**src/rtl/ofmt_pkg.sv**
```systemverilog
// ----------------------------------------------------------------------------
// ofmt_pkg: octal field formatter package
// Character constants, microcode word layout, step codes and program table.
// ----------------------------------------------------------------------------
package ofmt_pkg;

	localparam int FIELD_MAX = 63;

	localparam logic [7:0] CH_ZERO  = 8'h30;
	localparam logic [7:0] CH_SPACE = 8'h20;

	localparam int DIG_GROUPS = 22;
	localparam int DIG_BITS   = 3 * DIG_GROUPS;

	typedef logic [2:0] step_t;

	localparam step_t STEP_IDLE = 3'd0;
	localparam step_t STEP_SCAN = 3'd1;
	localparam step_t STEP_CALC = 3'd2;
	localparam step_t STEP_PADL = 3'd3;
	localparam step_t STEP_LEAD = 3'd4;
	localparam step_t STEP_DIGS = 3'd5;
	localparam step_t STEP_PADR = 3'd6;

	typedef enum logic [1:0] {
		OP_WAIT = 2'd0,
		OP_SCAN = 2'd1,
		OP_CALC = 2'd2,
		OP_EMIT = 2'd3
	} op_t;

	typedef enum logic [1:0] {
		CNT_PAD  = 2'd0,
		CNT_LEAD = 2'd1,
		CNT_DIG  = 2'd2
	} cnt_t;

	typedef enum logic [1:0] {
		SRC_PAD   = 2'd0,
		SRC_ZERO  = 2'd1,
		SRC_DIGIT = 2'd2,
		SRC_SPACE = 2'd3
	} src_t;

	typedef enum logic [1:0] {
		COND_NONE     = 2'd0,
		COND_MINUS    = 2'd1,
		COND_NO_MINUS = 2'd2
	} cond_t;

	typedef struct packed {
		op_t   op;
		cnt_t  cnt;
		src_t  src;
		cond_t skip;
		step_t next;
	} ucode_t;

	function automatic ucode_t ucode_rom(input step_t step);
		ucode_t w;
		case (step)
			STEP_IDLE: w = '{OP_WAIT, CNT_PAD,  SRC_PAD,   COND_NONE,     STEP_SCAN};
			STEP_SCAN: w = '{OP_SCAN, CNT_DIG,  SRC_DIGIT, COND_NONE,     STEP_CALC};
			STEP_CALC: w = '{OP_CALC, CNT_PAD,  SRC_PAD,   COND_NONE,     STEP_PADL};
			STEP_PADL: w = '{OP_EMIT, CNT_PAD,  SRC_PAD,   COND_MINUS,    STEP_LEAD};
			STEP_LEAD: w = '{OP_EMIT, CNT_LEAD, SRC_ZERO,  COND_NONE,     STEP_DIGS};
			STEP_DIGS: w = '{OP_EMIT, CNT_DIG,  SRC_DIGIT, COND_NONE,     STEP_PADR};
			STEP_PADR: w = '{OP_EMIT, CNT_PAD,  SRC_SPACE, COND_NO_MINUS, STEP_IDLE};
			default:   w = '{OP_WAIT, CNT_PAD,  SRC_PAD,   COND_NONE,     STEP_IDLE};
		endcase
		return w;
	endfunction

endpackage

```
**src/rtl/ofmt_if.sv**
```systemverilog
// ----------------------------------------------------------------------------
// ofmt_if: octal field formatter channels
// Request channel carrying one value to format, and the character channel.
// ----------------------------------------------------------------------------
interface ofmt_in_if;
	logic        valid;
	logic        ready;
	logic [63:0] value;
	logic [1:0]  size_code;
	logic [5:0]  field_width;
	logic [5:0]  min_digits;
	logic        precision_given;
	logic        flag_zero;
	logic        flag_minus;
	logic        flag_hash;

	modport source (
		output valid, value, size_code, field_width, min_digits,
		       precision_given, flag_zero, flag_minus, flag_hash,
		input  ready
	);
	modport sink (
		input  valid, value, size_code, field_width, min_digits,
		       precision_given, flag_zero, flag_minus, flag_hash,
		output ready
	);
endinterface

interface ofmt_out_if;
	logic       valid;
	logic       ready;
	logic [7:0] out_char;
	logic       last_char;

	modport source (output valid, out_char, last_char, input ready);
	modport sink (input valid, out_char, last_char, output ready);
endinterface

```
**src/rtl/octal_field_formatter_core.sv**
```systemverilog
// ----------------------------------------------------------------------------
// octal_field_formatter_core: printf %o formatter
// The leading-zero scan runs one digit a cycle, then one character leaves per
// cycle from the microcode emit steps unless the character channel stalls
// with a character still held in the output register.
// One request at a time; the next is taken when the sequencer is back idle.
// Reset clears the sequencer to idle and empties the output register.
// ----------------------------------------------------------------------------
module octal_field_formatter_core import ofmt_pkg::*; (
	input logic         clk,
	input logic         arst_n,
	ofmt_in_if.sink     item,
	ofmt_out_if.source  text
);

	step_t                 step_q;
	logic [DIG_BITS-1:0]   digits_q;
	logic [4:0]            nd_q;
	logic [5:0]            width_q;
	logic [5:0]            prec_q;
	logic                  given_q;
	logic                  zero_q;
	logic                  minus_q;
	logic                  hash_q;
	logic [5:0]            pad_q;
	logic [5:0]            lead_q;
	logic [5:0]            total_q;
	logic                  zpad_q;
	logic                  out_valid_q;
	logic [7:0]            out_char_q;
	logic                  out_last_q;

	ucode_t                cw;
	logic                  accept;
	logic [63:0]           masked;
	logic [5:0]            width_c;
	logic [5:0]            prec_c;
	logic [5:0]            nd6;
	logic [5:0]            body;
	logic [5:0]            cnt;
	logic                  skip;
	logic                  emit_ok;
	logic                  emit;
	logic                  scan_shift;
	logic                  advance;
	logic [7:0]            char_c;

	function automatic logic [5:0] clamp_field(input logic [5:0] x);
		logic [5:0] r;
		r = x;
		if (int'(x) > FIELD_MAX)
			r = FIELD_MAX[5:0];
		return r;
	endfunction

	always_comb begin
		cw      = ucode_rom(step_q);
		accept  = item.valid && item.ready;
		emit_ok = !out_valid_q || text.ready;

		case (item.size_code)
			2'd0:    masked = {56'd0, item.value[7:0]};
			2'd1:    masked = {48'd0, item.value[15:0]};
			2'd2:    masked = {32'd0, item.value[31:0]};
			default: masked = item.value;
		endcase
		width_c = clamp_field(item.field_width);
		prec_c  = item.precision_given ? clamp_field(item.min_digits) : 6'd1;

		nd6  = {1'b0, nd_q};
		body = (nd6 > prec_q) ? nd6 : prec_q;
		if (hash_q && body == nd6)
			body = nd6 + 6'd1;

		case (cw.cnt)
			CNT_PAD:  cnt = pad_q;
			CNT_LEAD: cnt = lead_q;
			CNT_DIG:  cnt = nd6;
			default:  cnt = 6'd0;
		endcase

		case (cw.skip)
			COND_MINUS:    skip = minus_q;
			COND_NO_MINUS: skip = !minus_q;
			default:       skip = 1'b0;
		endcase

		case (cw.src)
			SRC_PAD:   char_c = zpad_q ? CH_ZERO : CH_SPACE;
			SRC_ZERO:  char_c = CH_ZERO;
			SRC_DIGIT: char_c = CH_ZERO + {5'd0, digits_q[DIG_BITS-1 -: 3]};
			default:   char_c = CH_SPACE;
		endcase

		scan_shift = (cw.op == OP_SCAN) && nd_q != 5'd0 &&
		             digits_q[DIG_BITS-1 -: 3] == 3'd0;
		emit       = (cw.op == OP_EMIT) && !skip && cnt != 6'd0 && emit_ok;

		case (cw.op)
			OP_WAIT: advance = accept;
			OP_SCAN: advance = !scan_shift;
			OP_CALC: advance = 1'b1;
			OP_EMIT: advance = skip || cnt == 6'd0 || (emit && cnt == 6'd1);
			default: advance = 1'b1;
		endcase
	end

	assign item.ready     = (cw.op == OP_WAIT);
	assign text.valid     = out_valid_q;
	assign text.out_char  = out_char_q;
	assign text.last_char = out_last_q;

	always_ff @(posedge clk or negedge arst_n) begin
		if (!arst_n) begin
			step_q      <= STEP_IDLE;
			out_valid_q <= 1'b0;
		end else begin
			if (advance)
				step_q <= cw.next;
			if (emit)
				out_valid_q <= 1'b1;
			else if (text.ready)
				out_valid_q <= 1'b0;
		end
	end

	always_ff @(posedge clk) begin
		if (accept) begin
			digits_q <= {{(DIG_BITS-64){1'b0}}, masked};
			nd_q     <= 5'(DIG_GROUPS);
			width_q  <= width_c;
			prec_q   <= prec_c;
			given_q  <= item.precision_given;
			zero_q   <= item.flag_zero;
			minus_q  <= item.flag_minus;
			hash_q   <= item.flag_hash;
		end
		if (scan_shift) begin
			digits_q <= {digits_q[DIG_BITS-4:0], 3'd0};
			nd_q     <= nd_q - 5'd1;
		end
		if (cw.op == OP_CALC) begin
			pad_q   <= (width_q > body) ? width_q - body : 6'd0;
			lead_q  <= body - nd6;
			total_q <= (width_q > body) ? width_q : body;
			zpad_q  <= zero_q && !given_q && !minus_q;
		end
		if (emit) begin
			out_char_q <= char_c;
			out_last_q <= (total_q == 6'd1);
			total_q    <= total_q - 6'd1;
			case (cw.cnt)
				CNT_PAD:  pad_q  <= pad_q - 6'd1;
				CNT_LEAD: lead_q <= lead_q - 6'd1;
				CNT_DIG: begin
					nd_q     <= nd_q - 5'd1;
					digits_q <= {digits_q[DIG_BITS-4:0], 3'd0};
				end
				default: ;
			endcase
		end
	end

endmodule

```
**src/flat_wrapper.sv**
```systemverilog
// flat-port wrapper written by rule: the top's interface ports become plain ports
module octal_field_formatter_core_flat import ofmt_pkg::*;
  (clk, arst_n, item_valid, item_value, item_size_code, item_field_width, item_min_digits, item_precision_given, item_flag_zero, item_flag_minus, item_flag_hash, item_ready, text_valid, text_out_char, text_last_char, text_ready);
  ofmt_in_if item_i ();
  ofmt_out_if text_i ();
  input logic clk;
  input logic arst_n;
  input wire logic [$bits(item_i.valid)-1:0] item_valid;
  input wire logic [$bits(item_i.value)-1:0] item_value;
  input wire logic [$bits(item_i.size_code)-1:0] item_size_code;
  input wire logic [$bits(item_i.field_width)-1:0] item_field_width;
  input wire logic [$bits(item_i.min_digits)-1:0] item_min_digits;
  input wire logic [$bits(item_i.precision_given)-1:0] item_precision_given;
  input wire logic [$bits(item_i.flag_zero)-1:0] item_flag_zero;
  input wire logic [$bits(item_i.flag_minus)-1:0] item_flag_minus;
  input wire logic [$bits(item_i.flag_hash)-1:0] item_flag_hash;
  output wire logic [$bits(item_i.ready)-1:0] item_ready;
  output wire logic [$bits(text_i.valid)-1:0] text_valid;
  output wire logic [$bits(text_i.out_char)-1:0] text_out_char;
  output wire logic [$bits(text_i.last_char)-1:0] text_last_char;
  input wire logic [$bits(text_i.ready)-1:0] text_ready;
  assign item_i.valid = item_valid;
  assign item_i.value = item_value;
  assign item_i.size_code = item_size_code;
  assign item_i.field_width = item_field_width;
  assign item_i.min_digits = item_min_digits;
  assign item_i.precision_given = item_precision_given;
  assign item_i.flag_zero = item_flag_zero;
  assign item_i.flag_minus = item_flag_minus;
  assign item_i.flag_hash = item_flag_hash;
  assign item_ready = item_i.ready;
  assign text_valid = text_i.valid;
  assign text_out_char = text_i.out_char;
  assign text_last_char = text_i.last_char;
  assign text_i.ready = text_ready;
  octal_field_formatter_core u_core (.clk(clk), .arst_n(arst_n), .item(item_i), .text(text_i));
endmodule
```
**config.mk**
```make
export PLATFORM = sky130hd
export DESIGN_NAME = octal_field_formatter_core_flat
export DESIGN_NICKNAME = d
export VERILOG_FILES = /design/src/rtl/ofmt_pkg.sv /design/src/rtl/ofmt_if.sv /design/src/rtl/octal_field_formatter_core.sv /design/src/flat_wrapper.sv
export SDC_FILE = /design/constraint.sdc
export NUM_CORES = 1
export LEC_CHECK = 0
export BUFFER_PORTS_ARGS = -buffer_cell sky130_fd_sc_hd__buf_2
export CAP_MARGIN = 20
export CELL_PAD_IN_SITES_DETAIL_PLACEMENT = 2
export CELL_PAD_IN_SITES_GLOBAL_PLACEMENT = 2
export CORE_AREA = 5 5 122 152
export CTS_CLUSTER_DIAMETER = 80
export DETAILED_ROUTE_END_ITERATION = 10
export DIE_AREA = 0 0 127 157
export PLACE_DENSITY_LB_ADDON = 0.1
export SLEW_MARGIN = 20
export SYNTH_ARGS = -nofsm -noshare
export SYNTH_HDL_FRONTEND = slang
export SYNTH_SLANG_ARGS = --single-unit
```
**constraint.sdc**
```tcl
create_clock -name clk -period 9.7 [get_ports clk]
set_clock_uncertainty 0.05 [all_clocks]
set_input_delay 1.455 -clock clk [delete_from_list [all_inputs] [get_ports clk]]
set_output_delay 1.455 -clock clk [all_outputs]
set_load 0.005 [all_outputs]
```
=== Word-level counts from Yosys, hierarchy flattened ===
Index checks and enable logic that the tools add are counted.

* Logic and storage cells: 104
* Input port bits: 86
* Output and inout bits: 11
* Register bits: 119

* Add/sub/neg operators: 8
* Magnitude comparators: 2
* Equal/unequal tests: 20
* Reduce and logical (&&, ||, !) cells: 29
* Muxes and demuxes: 29

{| class="wikitable"
|+ Operators with widths
! kind !! number
|-
| $mux 66 || 4
|-
| $pmux 64 s3 || 1
|-
| $pmux 11 s7 || 1
|-
| $mux 6 || 12
|-
| $mux 5 || 5
|-
| $pmux 8 s3 || 1
|-
| $pmux 6 s3 || 1
|-
| $sub 6x1->6 const B || 3
|-
| $eq 2x2->1 const B || 6
|-
| $eq 6x1->1 const B || 2
|-
| $eq 2x1->1 const B || 5
|-
| $logic_and 1x1->1 || 10
|-
| $eq 3x3->1 const B || 3
|-
| $logic_not 2->1 || 4
|-
| $add 6x3->7 const A || 1
|-
| $add 5x1->6 const B || 1
|-
| $eq 3x2->1 const B || 2
|-
| $eq 6x5->1 || 1
|-
| $gt 5x6->1 || 1
|-
| $gt 6x6->1 || 1
|-
| $logic_not 3->1 || 2
|-
| $logic_not 6->1 || 1
|-
| $reduce_bool 6->1 || 1
|-
| $sub 6x5->6 || 1
|-
| 10 further kinds || 18
|}

=== Logic depth before layout (Yosys ltp) ===
Gate-level depths: netlist of run 1.

* Depth in word-level cells: 11
* Mapped depth: 19
* Gate-level depth less buffers: 18

=== Worst setup path after synthesis of run 1 ===
Ideal clock, no wire load.

* Path type: flip-flop to flip-flop
* From: reg u_core.prec_q[3]
* To: reg u_core.total_q[2], data pin
* Library setup time: 0.275 ns
* Clock period less this slack: 3.298 ns
* Slack: 6.402 ns
* Data required time: 9.375 ns
* Stages on the path, launching flop included: 16
* Path buffers: 1
* Arrival: 2.972 ns
* Cells stage by stage: edfxtp_1 > inv_1 > ha_1 > a211oi_1 > nor3_2 > o22ai_2 > buf_2 > nor3_1 > a221oi_4 > xnor2_1 > ha_1 > a21o_1 > a31oi_1 > o21ai_1 > a21oi_1 > o31ai_1

* Longest elaborated chain between the ends: 9

{| class="wikitable"
|+ Ends and longest elaborated chain
! what !! line !! text
|-
| start: declaration || octal_field_formatter_core.sv:20 || <nowiki>logic [5:0] prec_q;</nowiki>
|-
| start signal: assignment || octal_field_formatter_core.sv:132 || <nowiki>prec_q <= prec_c;</nowiki>
|-
| $gt 5x6->1 || octal_field_formatter_core.sv:71 || <nowiki>body = (nd6 > prec_q) ? nd6 : prec_q;</nowiki>
|-
| $mux 6 * || octal_field_formatter_core.sv:71 ||
|-
| $eq 6x5->1 || octal_field_formatter_core.sv:72 || <nowiki>if (hash_q && body == nd6)</nowiki>
|-
| $logic_and 1x1->1 || octal_field_formatter_core.sv:72 ||
|-
| $mux 6 * || octal_field_formatter_core.sv:72 ||
|-
| $gt 6x6->1 || octal_field_formatter_core.sv:145 || <nowiki>total_q <= (width_q > body) ? width_q : body;</nowiki>
|-
| $mux 6 * || octal_field_formatter_core.sv:145 ||
|-
| $mux 6 * || octal_field_formatter_core.sv:142 || <nowiki>if (cw.op == OP_CALC) begin</nowiki>
|-
| $mux 6 * || octal_field_formatter_core.sv:148 || <nowiki>if (emit) begin</nowiki>
|-
| end signal: assignment || octal_field_formatter_core.sv:145 ||
|-
| end signal: assignment || octal_field_formatter_core.sv:151 || <nowiki>total_q <= total_q - 6'd1;</nowiki>
|-
| end: declaration || octal_field_formatter_core.sv:27 || <nowiki>logic [5:0] total_q;</nowiki>
|}

Mark *: on every way between the ends. The rest lies on a longest branch, timed or not. The select of a mux whose other input is x is not followed.
A chain may end at the register's enable or synchronous reset.

=== Worst setup path after layout of run 1 ===
* From: reg u_core.nd_q[3]
* To: reg u_core.total_q[3], data pin

* Longest elaborated chain between the ends: 9
* Elaborated cells between the ends (all ways): 14
* Classes of those cells: add/sub (1); order compare (2); eq/ne (1); mux (6); reduce/logical (4)

{| class="wikitable"
|+ Ends and longest elaborated chain
! what !! line !! text
|-
| start: declaration || octal_field_formatter_core.sv:18 || <nowiki>logic [4:0] nd_q;</nowiki>
|-
| start signal: assignment || octal_field_formatter_core.sv:130 || <nowiki>nd_q <= 5'(DIG_GROUPS);</nowiki>
|-
| start signal: assignment || octal_field_formatter_core.sv:140 || <nowiki>nd_q <= nd_q - 5'd1;</nowiki>
|-
| start signal: assignment || octal_field_formatter_core.sv:156 || <nowiki>nd_q <= nd_q - 5'd1;</nowiki>
|-
| $gt 5x6->1 || octal_field_formatter_core.sv:71 ||
|-
| $mux 6 || octal_field_formatter_core.sv:71 ||
|-
| $eq 6x5->1 || octal_field_formatter_core.sv:72 ||
|-
| $logic_and 1x1->1 || octal_field_formatter_core.sv:72 ||
|-
| $mux 6 || octal_field_formatter_core.sv:72 ||
|-
| $gt 6x6->1 || octal_field_formatter_core.sv:145 ||
|-
| $mux 6 || octal_field_formatter_core.sv:145 ||
|-
| $mux 6 || octal_field_formatter_core.sv:142 ||
|-
| $mux 6 * || octal_field_formatter_core.sv:148 ||
|}

Marked as above.

==> results of run 1 <==
-- layout by cell type, fill, tap and decap left out, drive strengths merged, types with 4 or more instances in the layout --
cell type and instances:
a211oi 6, a21oi 29, a221o 40, a31oi 27, and2 8, and3 44
buf 96, clkbuf 19, clkinv 5, conb 4, dfrtp 4, dfxtp 83
edfxtp 28, ha 21, inv 38, mux2i 5, nand2 67, nand2b 9
nand3 31, nor2 58, nor3 18, o21a 4, o21ai 27, o22ai 5
o31ai 6, or2 6, or3 4, xnor2 15, xor2 7
-- sequential cells by signal, summed over array words and instances, names as in the netlist, 3 cells and up --
register and count:
u_core.text.out_char 4, u_core.width_q 6, u_core.total_q 6, u_core.lead_q 6, u_core.pad_q 6, u_core.prec_q 6, u_core.nd_q 5, u_core.digits_q 66
u_core.step_q 3
-- logic make-up after synthesis --
kind of cell               after synthesis  synth area share [%]
muxes                                    5                 0.817
xor gates and xnor gates                22                  3.57
other                                    2                 0.123
and+or+nand+nor                        258                  21.2
adders and majority gates               24                  4.94
AOI/OAI and AO/OA                      174                  21.2
buffers and inverters                   83                  5.70
DFF                                    115                  42.5
-- layout make-up --
class                      instances  share of cell area (%)
sequential                       115                    35.5
inverter                          34                    1.74
multi-input combinational        487                    43.6
tap                              220                    3.75
clock inverter                    13                    2.27
timing repair buffer              96                    6.69
clock buffer                      19                    6.48
-- worst max-delay path, delay by kind of cell, from the launching register on --
kind            cells  cell delay (ns)
simple gates        2             0.33
flops               1             0.54
fa+ha+maj           2             0.74
compound gates      7             2.39
-- metrics by stage --
step	power, mW	utilization, %	setup slack [ns]	cells	hold WS (ns)
finish	2.84	43.6	5.36	984	0.413
floorplan	1.78	-	6.40	685	0.387
CTS	2.87	43.6	5.38	984	0.418
global placement	2.09	39.7	5.69	952	0.401
global route	3.05	43.6	5.05	984	0.433
detailed placement	2.16	39.7	5.45	952	0.409
-- layer usage --
| metal | vias to the layer above | track usage [%] |
|---|---|---|
| met5 | - | 0 |
| met4 | 0 | 7.41 |
| met3 | 31 | 3.73 |
| met2 | 102 | 39.4 |
| met1 | 2732 | 23.5 |
| li1 | 2636 | - |
-- worst max-delay path by stage --
stage / startpoint / end / slack (ns) / cells past startpoint
6_report: u_core.nd_q[3]$_DFF_P_ / u_core.total_q[3]$_DFFE_PP_ / 5.36 / 11
5_1_grt: u_core.nd_q[3]$_DFF_P_ / u_core.total_q[3]$_DFFE_PP_ / 5.05 / 11
4_1_cts: u_core.nd_q[3]$_DFF_P_ / u_core.total_q[3]$_DFFE_PP_ / 5.38 / 11
3_5_place_dp: u_core.nd_q[3]$_DFF_P_ / u_core.total_q[3]$_DFFE_PP_ / 5.45 / 11
3_3_place_gp: u_core.nd_q[3]$_DFF_P_ / u_core.total_q[3]$_DFFE_PP_ / 5.69 / 11
2_1_floorplan: u_core.prec_q[3]$_SDFFCE_PN0P_ / u_core.total_q[2]$_DFFE_PP_ / 6.40 / 15
-- power by group through the flow --
stage / logic, mW / clock network, mW / registers, mW
2_1_floorplan: 0.964 / 0 / 0.816
3_3_place_gp: 1.20 / 0 / 0.885
3_5_place_dp: 1.26 / 0 / 0.895
4_1_cts: 1.28 / 0.700 / 0.892
5_1_grt: 1.41 / 0.723 / 0.916
6_report: 1.26 / 0.688 / 0.890
==> impl_metrics.sql, run 1 <==
INSERT INTO impl_metrics (metric_group, metric, value, unit) VALUES
('run_status', 'outcome', 'finished, final reports clean', ''),
('logic_synthesis', 'synth_cell_type_count', '68', ''),
('grt', 'grt_util_all_layers', '20.9', '%'),
('routing', 'routed_wirelength', '20300', 'um'),
('placed_design', 'place_area', '0.00669', 'mm^2'),
('grt', 'grt_antenna_before_repair', '0', ''),
('pwr', 'internal_power', '1.65', 'mW'),
('floorplanning', 'coreArea', '0.0168', 'mm^2'),
('timing', 'timing_worst_slew_pin_value', '0.800', 'ns'),
('logic_synthesis', 'synth_top_flop_cell', 'dfxtp_1', ''),
('logic_synthesis', 'yosysWarningCount', '0', ''),
('cts', 'cts.htree.levels', '4', ''),
('critical_path', 'launching_element_type_of_the_critical_path', 'flip-flop', ''),
('pwr', 'switching_share', '41.8', '%'),
('routing', 'detail_route.drc_violations', '0', ''),
('cts', 'post_cts_hold_buffer_count', '0', ''),
('routing', 'detailroute.wirelength.met3', '539', 'um'),
('final_layout', 'sequential_cell_area', '0.00260', 'mm^2'),
('timing', 'relSlewSlack', '46.4', '%'),
('grt', 'grt_first_pass_wirelength', '33000', 'um'),
('logic_synthesis', 'syn_avg_cell_area', '8.97', 'um^2'),
('pwr', 'p_switching', '1.19', 'mW'),
('timing', 'final_max_slew_viol_count', '0', ''),
('cts', 'cts_inserted_buffers', '17', ''),
('cts', 'cts_tree', 'built', ''),
('final_layout', 'num-fill-cells', '1897', ''),
('logic_synthesis', 'synthArstFlopShare', '3.48', '%'),
('cts', 'clock_latency', '0.42', 'ns'),
('routing', 'drtIter0Drc', '278', ''),
('floorplanning', 'initial_core_util', '36.4', '%'),
('critical_path', 'r2r_setup_slack', '5.36', 'ns'),
('logic_synthesis', 'post_synth_main_area_contributors', 'dfxtp_1 (27%), edfxtp_1 (14%), a221o_1 (6.5%)', ''),
('final_layout', 'diodes', '0', ''),
('routing', 'routed_wire_length_per_instance', '20.6', 'um'),
('cts', 'cts_max_path_buffers', '2', ''),
('floorplanning', 'die_width', '127', 'um'),
('logic_synthesis', 'library_cell_with_the_highest_instance_count_after_synthesis', 'dfxtp_1', ''),
('grt', 'globalRoute.totalOverflow', '0', ''),
('grt', 'grt_start_max_net_pins', '87', ''),
('final_layout', 'area_growth_syn_to_layout', '19.8', '%'),
('min_path', 'holdPathEnd', 'u_core.digits_q[0]$_DFF_P_', ''),
('final_layout', 'multi_input_logic_area', '0.00320', 'mm^2'),
('timing', 'fin_setup_tns', '0', 'ns'),
('routing', 'detail_route.vias_per_cell', '5.59', ''),
('critical_path', 'worst_ep_required_time', '9.78', 'ns'),
('min_path', 'min_from', 'u_core.digits_q[0]$_DFF_P_', ''),
('pwr', 'power.combinational.fraction', '44.5', '%'),
('critical_path', 'r2r-start', 'u_core.nd_q[3]$_DFF_P_', ''),
('floorplanning', 'placement_rows', '53', ''),
('pwr', 'p_per_area', '387', 'mW/mm^2'),
('logic_synthesis', 'synth_area', '0.00613', 'mm^2'),
('routing', 'num_vias', '5501', ''),
('timing', 'fmax', '231', 'MHz'),
('grt', 'grt_pass1_vias', '6249', ''),
('cts', 'postCtsResizedCells', '0', ''),
('pwr', 'p_seq_share', '31.3', '%'),
('timing', 'timing.final.crit_share', '44.7', '%'),
('critical_path', 'worstPathCellList', 'ha_1, a211oi_1, nor3_2, o22ai_2, a21oi_4, a41oi_1, ha_1, a41oi_1, o21ai_1, nor2_1, a221oi_1', ''),
('timing', 'setup_viol', '0', ''),
('cts', 'post_cts_clock_slew_at_the_launch_and_capture_registers_of_the_worst_setup_and_hold_paths', '0.06', 'ns'),
('logic_synthesis', 'sequential_element_share_of_the_synthesized_area', '42.5', '%'),
('routing', 'met2RoutedLength', '11000', 'um'),
('critical_path', 'worstReg2RegEnd', 'u_core.total_q[3]$_DFFE_PP_', ''),
('timing', 'rsz0062_at_grt', 'no', ''),
('routing', 'drt_pass1_iterations', '4', ''),
('cts', 'ctsRootBufferMaster', 'clkbuf_16', ''),
('pwr', 'clkPwrFrac', '24.2', '%'),
('critical_path', 'critPathSlowestCell', 'dfxtp_1', ''),
('floorplanning', 'dieHeight', '157', 'um'),
('logic_synthesis', 'synth.top_cells.by_count', 'dfxtp_1 (83), nand2_1 (67), nor2_1 (58)', ''),
('logic_synthesis', 'post-synth-top-area-cell', 'dfxtp_1', '');
Note: power is estimated with default switching activity, not from simulation.
==> inputs of run 2 (changes only) <==
--- a/config.mk
+++ b/config.mk
@@ -9,10 +9,10 @@
 export CAP_MARGIN = 20
 export CELL_PAD_IN_SITES_DETAIL_PLACEMENT = 2
 export CELL_PAD_IN_SITES_GLOBAL_PLACEMENT = 2
-export CORE_AREA = 5 5 122 152
+export CORE_AREA = 5 5 125 156
 export CTS_CLUSTER_DIAMETER = 80
 export DETAILED_ROUTE_END_ITERATION = 10
-export DIE_AREA = 0 0 127 157
+export DIE_AREA = 0 0 130 161
 export PLACE_DENSITY_LB_ADDON = 0.1
 export SLEW_MARGIN = 20
 export SYNTH_ARGS = -nofsm -noshare
==> constraint.sdc (replaced) <==
create_clock -name clk -period 4.2 [get_ports clk]
set_clock_uncertainty 0.05 [all_clocks]
set_input_delay 0.63 -clock clk [delete_from_list [all_inputs] [get_ports clk]]
set_output_delay 0.63 -clock clk [all_outputs]
set_load 0.005 [all_outputs]
==> run 2 against run 1 <==
Via count rose by 1.0%. Hold slack got worse by 0.079 ns. Non-clock buffer count rose by 14. Sequential cell count did not move. Power rose by 130%. Sequential power rose by 120%. Final area rose by 1.0%. Final cell count rose by 2.2%. First-iteration DRC count fell by 9.7%. Die area rose by 5.0%. Largest cell class unchanged.
==> impl_metrics.sql, run 2 (synthesis gave the netlist of run 1 again) <==
INSERT INTO impl_metrics (metric_group, metric, value, unit) VALUES
('final_layout', 'layout.nets', '873', ''),
('run_status', 'outcome', 'finished, final reports clean', ''),
('min_path', 'min_from', 'item_field_width[4]', ''),
('cts', 'postCtsSetupBuffers', '0', ''),
('routing', 'routed_wire_length_per_instance', '19.9', 'um'),
('floorplanning', 'die-area', '0.0209', 'mm^2'),
('grt', 'grt_first_pass_wirelength', '32700', 'um'),
('cts', 'post_cts_clock_slew_at_the_launch_and_capture_registers_of_the_worst_setup_and_hold_paths', '0.06', 'ns'),
('critical_path', 'crit_path_max_incr_delay', '0.41', 'ns'),
('placed_design', 'place_area', '0.00681', 'mm^2'),
('placed_design', 'dp.final_hpwl', '14500', 'um'),
('grt', 'globalRoute.totalOverflow', '0', ''),
('pwr', 'leakage', '3.25', 'nW'),
('cts', 'cts_max_path_buffers', '2', ''),
('cts', 'cts.sinks', '115', ''),
('routing', 'drt.antenna.violating_nets', '0', ''),
('timing', 'fmax', '257', 'MHz'),
('final_layout', 'area_growth_syn_to_layout', '21.0', '%'),
('timing', 'relSlewSlack', '37.2', '%'),
('cts', 'cts.htree.levels', '4', ''),
('min_path', 'holdPathEnd', 'u_core.width_q[4]$_DFFE_PP_', ''),
('routing', 'drtIter0Drc', '251', ''),
('cts', 'cts_inserted_buffers', '17', ''),
('timing', 'minimum_period_implied_by_the_final_worst_setup_slack', '3.89', 'ns'),
('final_layout', 'final_layout_size_suffix_gt1_share', '20.4', '%'),
('critical_path', 'critPathSlowestCell', 'edfxtp_1', ''),
('final_layout', 'final_common_cell', 'buf_2', ''),
('critical_path', 'path_class', 'flip-flop to flip-flop', ''),
('cts', 'cts_tree', 'built', ''),
('floorplanning', 'die_width', '130', 'um'),
('cts', 'ctsRootBufferMaster', 'clkbuf_16', ''),
('timing', 'timing_hold_violations_final', '0', ''),
('final_layout', 'num-fill-cells', '2003', ''),
('critical_path', 'critical_path.max_fanout', '11', ''),
('pwr', 'irDropWorstVdd', '0.000399', 'V'),
('timing', 'setup_viol', '0', ''),
('cts', 'clock_latency', '0.42', 'ns'),
('critical_path', 'critical_path_buf_inv_count', '3', ''),
('final_layout', 'layout_common_cells', 'buf_2 (92), dfxtp_1 (83), nand2_1 (66), nor2_1 (57), and3_1 (44)', ''),
('placed_design', 'placement.io_buffers', '92', ''),
('final_layout', 'largest_register', 'u_core.digits_q', ''),
('critical_path', 'launching_element_type_of_the_critical_path', 'flip-flop', ''),
('floorplanning', 'coreArea', '0.0179', 'mm^2'),
('critical_path', 'r2r_setup_slack', '0.31', 'ns'),
('floorplanning', 'placement_rows', '55', ''),
('run', 'maxCapViolations', '0', ''),
('critical_path', 'worst_ep_required_time', '4.28', 'ns'),
('timing', 'timing.final.crit_share', '92.7', '%'),
('routing', 'detail_route.vias_per_cell', '5.52', ''),
('pwr', 'p_per_area', '880', 'mW/mm^2'),
('timing', 'rsz0062_at_grt', 'no', ''),
('routing', 'num_vias', '5558', ''),
('min_path', 'holdCritPathClass', 'primary input to flip-flop', ''),
('timing', 'final_max_slew_viol_count', '0', ''),
('timing', 'timing_worst_slew_pin_value', '0.935', 'ns'),
('critical_path', 'worstReg2RegEnd', 'u_core.total_q[3]$_DFFE_PP_', ''),
('critical_path', 'cp.arrival', '3.97', 'ns'),
('floorplanning', 'dieHeight', '161', 'um'),
('routing', 'routed_wirelength', '20100', 'um'),
('critical_path', 'worstSetupEndpointType', 'flip-flop', ''),
('critical_path', 'rr_worst_depth', '17', ''),
('final_layout', 'number_of_flip_flops_in_the_largest_register', '66', ''),
('grt', 'grt_antenna_before_repair', '0', ''),
('floorplanning', 'initial_core_util', '34.2', '%'),
('critical_path', 'critical_path.top_delay_family', 'compound AO/OA/AOI/OAI gates', ''),
('min_path', 'cell_count_of_the_worst_hold_path', '1', ''),
('floorplanning', 'pin_count', '97', ''),
('critical_path', 'worstPathCellList', 'inv_1, ha_1, a211oi_1, nor3_2, o22ai_4, a21oi_4, o21ai_0, nand2_1, inv_1, ha_1, inv_1, ha_1, a21o_1, a31oi_1, o21ai_1, nor2_1, a221oi_1', ''),
('grt', 'grt_start_max_net_pins', '83', ''),
('final_layout', 'stdcell_area', '0.00741', 'mm^2'),
('routing', 'detail_route.drc_violations', '0', ''),
('placed_design', 'gp_congestion', '0.854', ''),
('routing', 'drt_pass1_iterations', '4', ''),
('final_layout', 'diodes', '0', ''),
('grt', 'grt_util_all_layers', '19.7', '%'),
('critical_path', 'r2r-start', 'u_core.prec_q[3]$_SDFFCE_PN0P_', ''),
('timing', 'fin_setup_tns', '0', 'ns'),
('grt', 'grt_pass1_vias', '6327', '');
run 2: changes by cell type in the layout (fill, tap and decap cells not counted), sizes merged:
cell / delta
buf: +13
bufinv: -1
clkbuf: -1
clkinv: -1
dlygate4sd3: +1
inv: +3
run 2: worst max path at each step:
stage                                   startpoint                     endpoint  slack [ns]  cells past startpoint
floorplan           u_core.prec_q[3]$_SDFFCE_PN0P_  u_core.total_q[2]$_DFFE_PP_        0.90                     15
CTS                 u_core.prec_q[3]$_SDFFCE_PN0P_  u_core.total_q[2]$_DFFE_PP_        0.21                     17
global placement    u_core.prec_q[3]$_SDFFCE_PN0P_  u_core.total_q[3]$_DFFE_PP_        0.51                     17
finish              u_core.prec_q[3]$_SDFFCE_PN0P_  u_core.total_q[3]$_DFFE_PP_        0.31                     17
global route        u_core.prec_q[3]$_SDFFCE_PN0P_  u_core.total_q[3]$_DFFE_PP_        0.02                     18
detailed placement  u_core.prec_q[3]$_SDFFCE_PN0P_  u_core.total_q[3]$_DFFE_PP_        0.29                     17
run 2: metrics by stage:
step	worst slack [ns]	cells	hold slack (ns)	power, mW	util (%)
6_report	0.306	1006	0.333	6.52	41.4
3_3_place_gp	0.509	973	0.391	4.93	38.0
4_1_cts	0.212	1006	0.312	6.60	41.4
3_5_place_dp	0.292	973	0.396	5.06	38.0
2_1_floorplan	0.902	685	0.284	4.11	-
5_1_grt	0.0212	1006	0.312	7.01	41.4
run 2: layer usage:
metal | share of wire (%) | GRT usage (%) | up-vias
met5 | 0 | 0 | -
met4 | 2.8 | 7.42 | 0
met3 | 3.2 | 4.10 | 39
met2 | 55 | 36.4 | 103
met1 | 39 | 21.7 | 2751
li1 | - | - | 2665
run 2: layout make-up:
| type | instances | area (um^2) | share of cell area, % |
|---|---|---|---|
| sequential | 115 | 2600 | 35.1 |
| clock buffer | 18 | 439 | 5.93 |
| multi-input combinational | 487 | 3200 | 43.2 |
| tap | 228 | 285 | 3.85 |
| clock inverter | 14 | 148 | 1.99 |
| timing repair buffer | 110 | 611 | 8.24 |
| inverter | 34 | 128 | 1.72 |
run 2: power by group:
group          internal (mW)  switching [mW]
clock network          0.895           0.566
registers               1.67           0.334
logic                   1.22            1.83
total                   3.79            2.73
run 2: repair_timing:
item | 4_1_cts | 5_1_grt
hold buffers | 1 | 0
hold endpoints to repair | 4 | 0
endpoints found under the setup margin | 0 | 7
gates resized for setup | 0 | 1
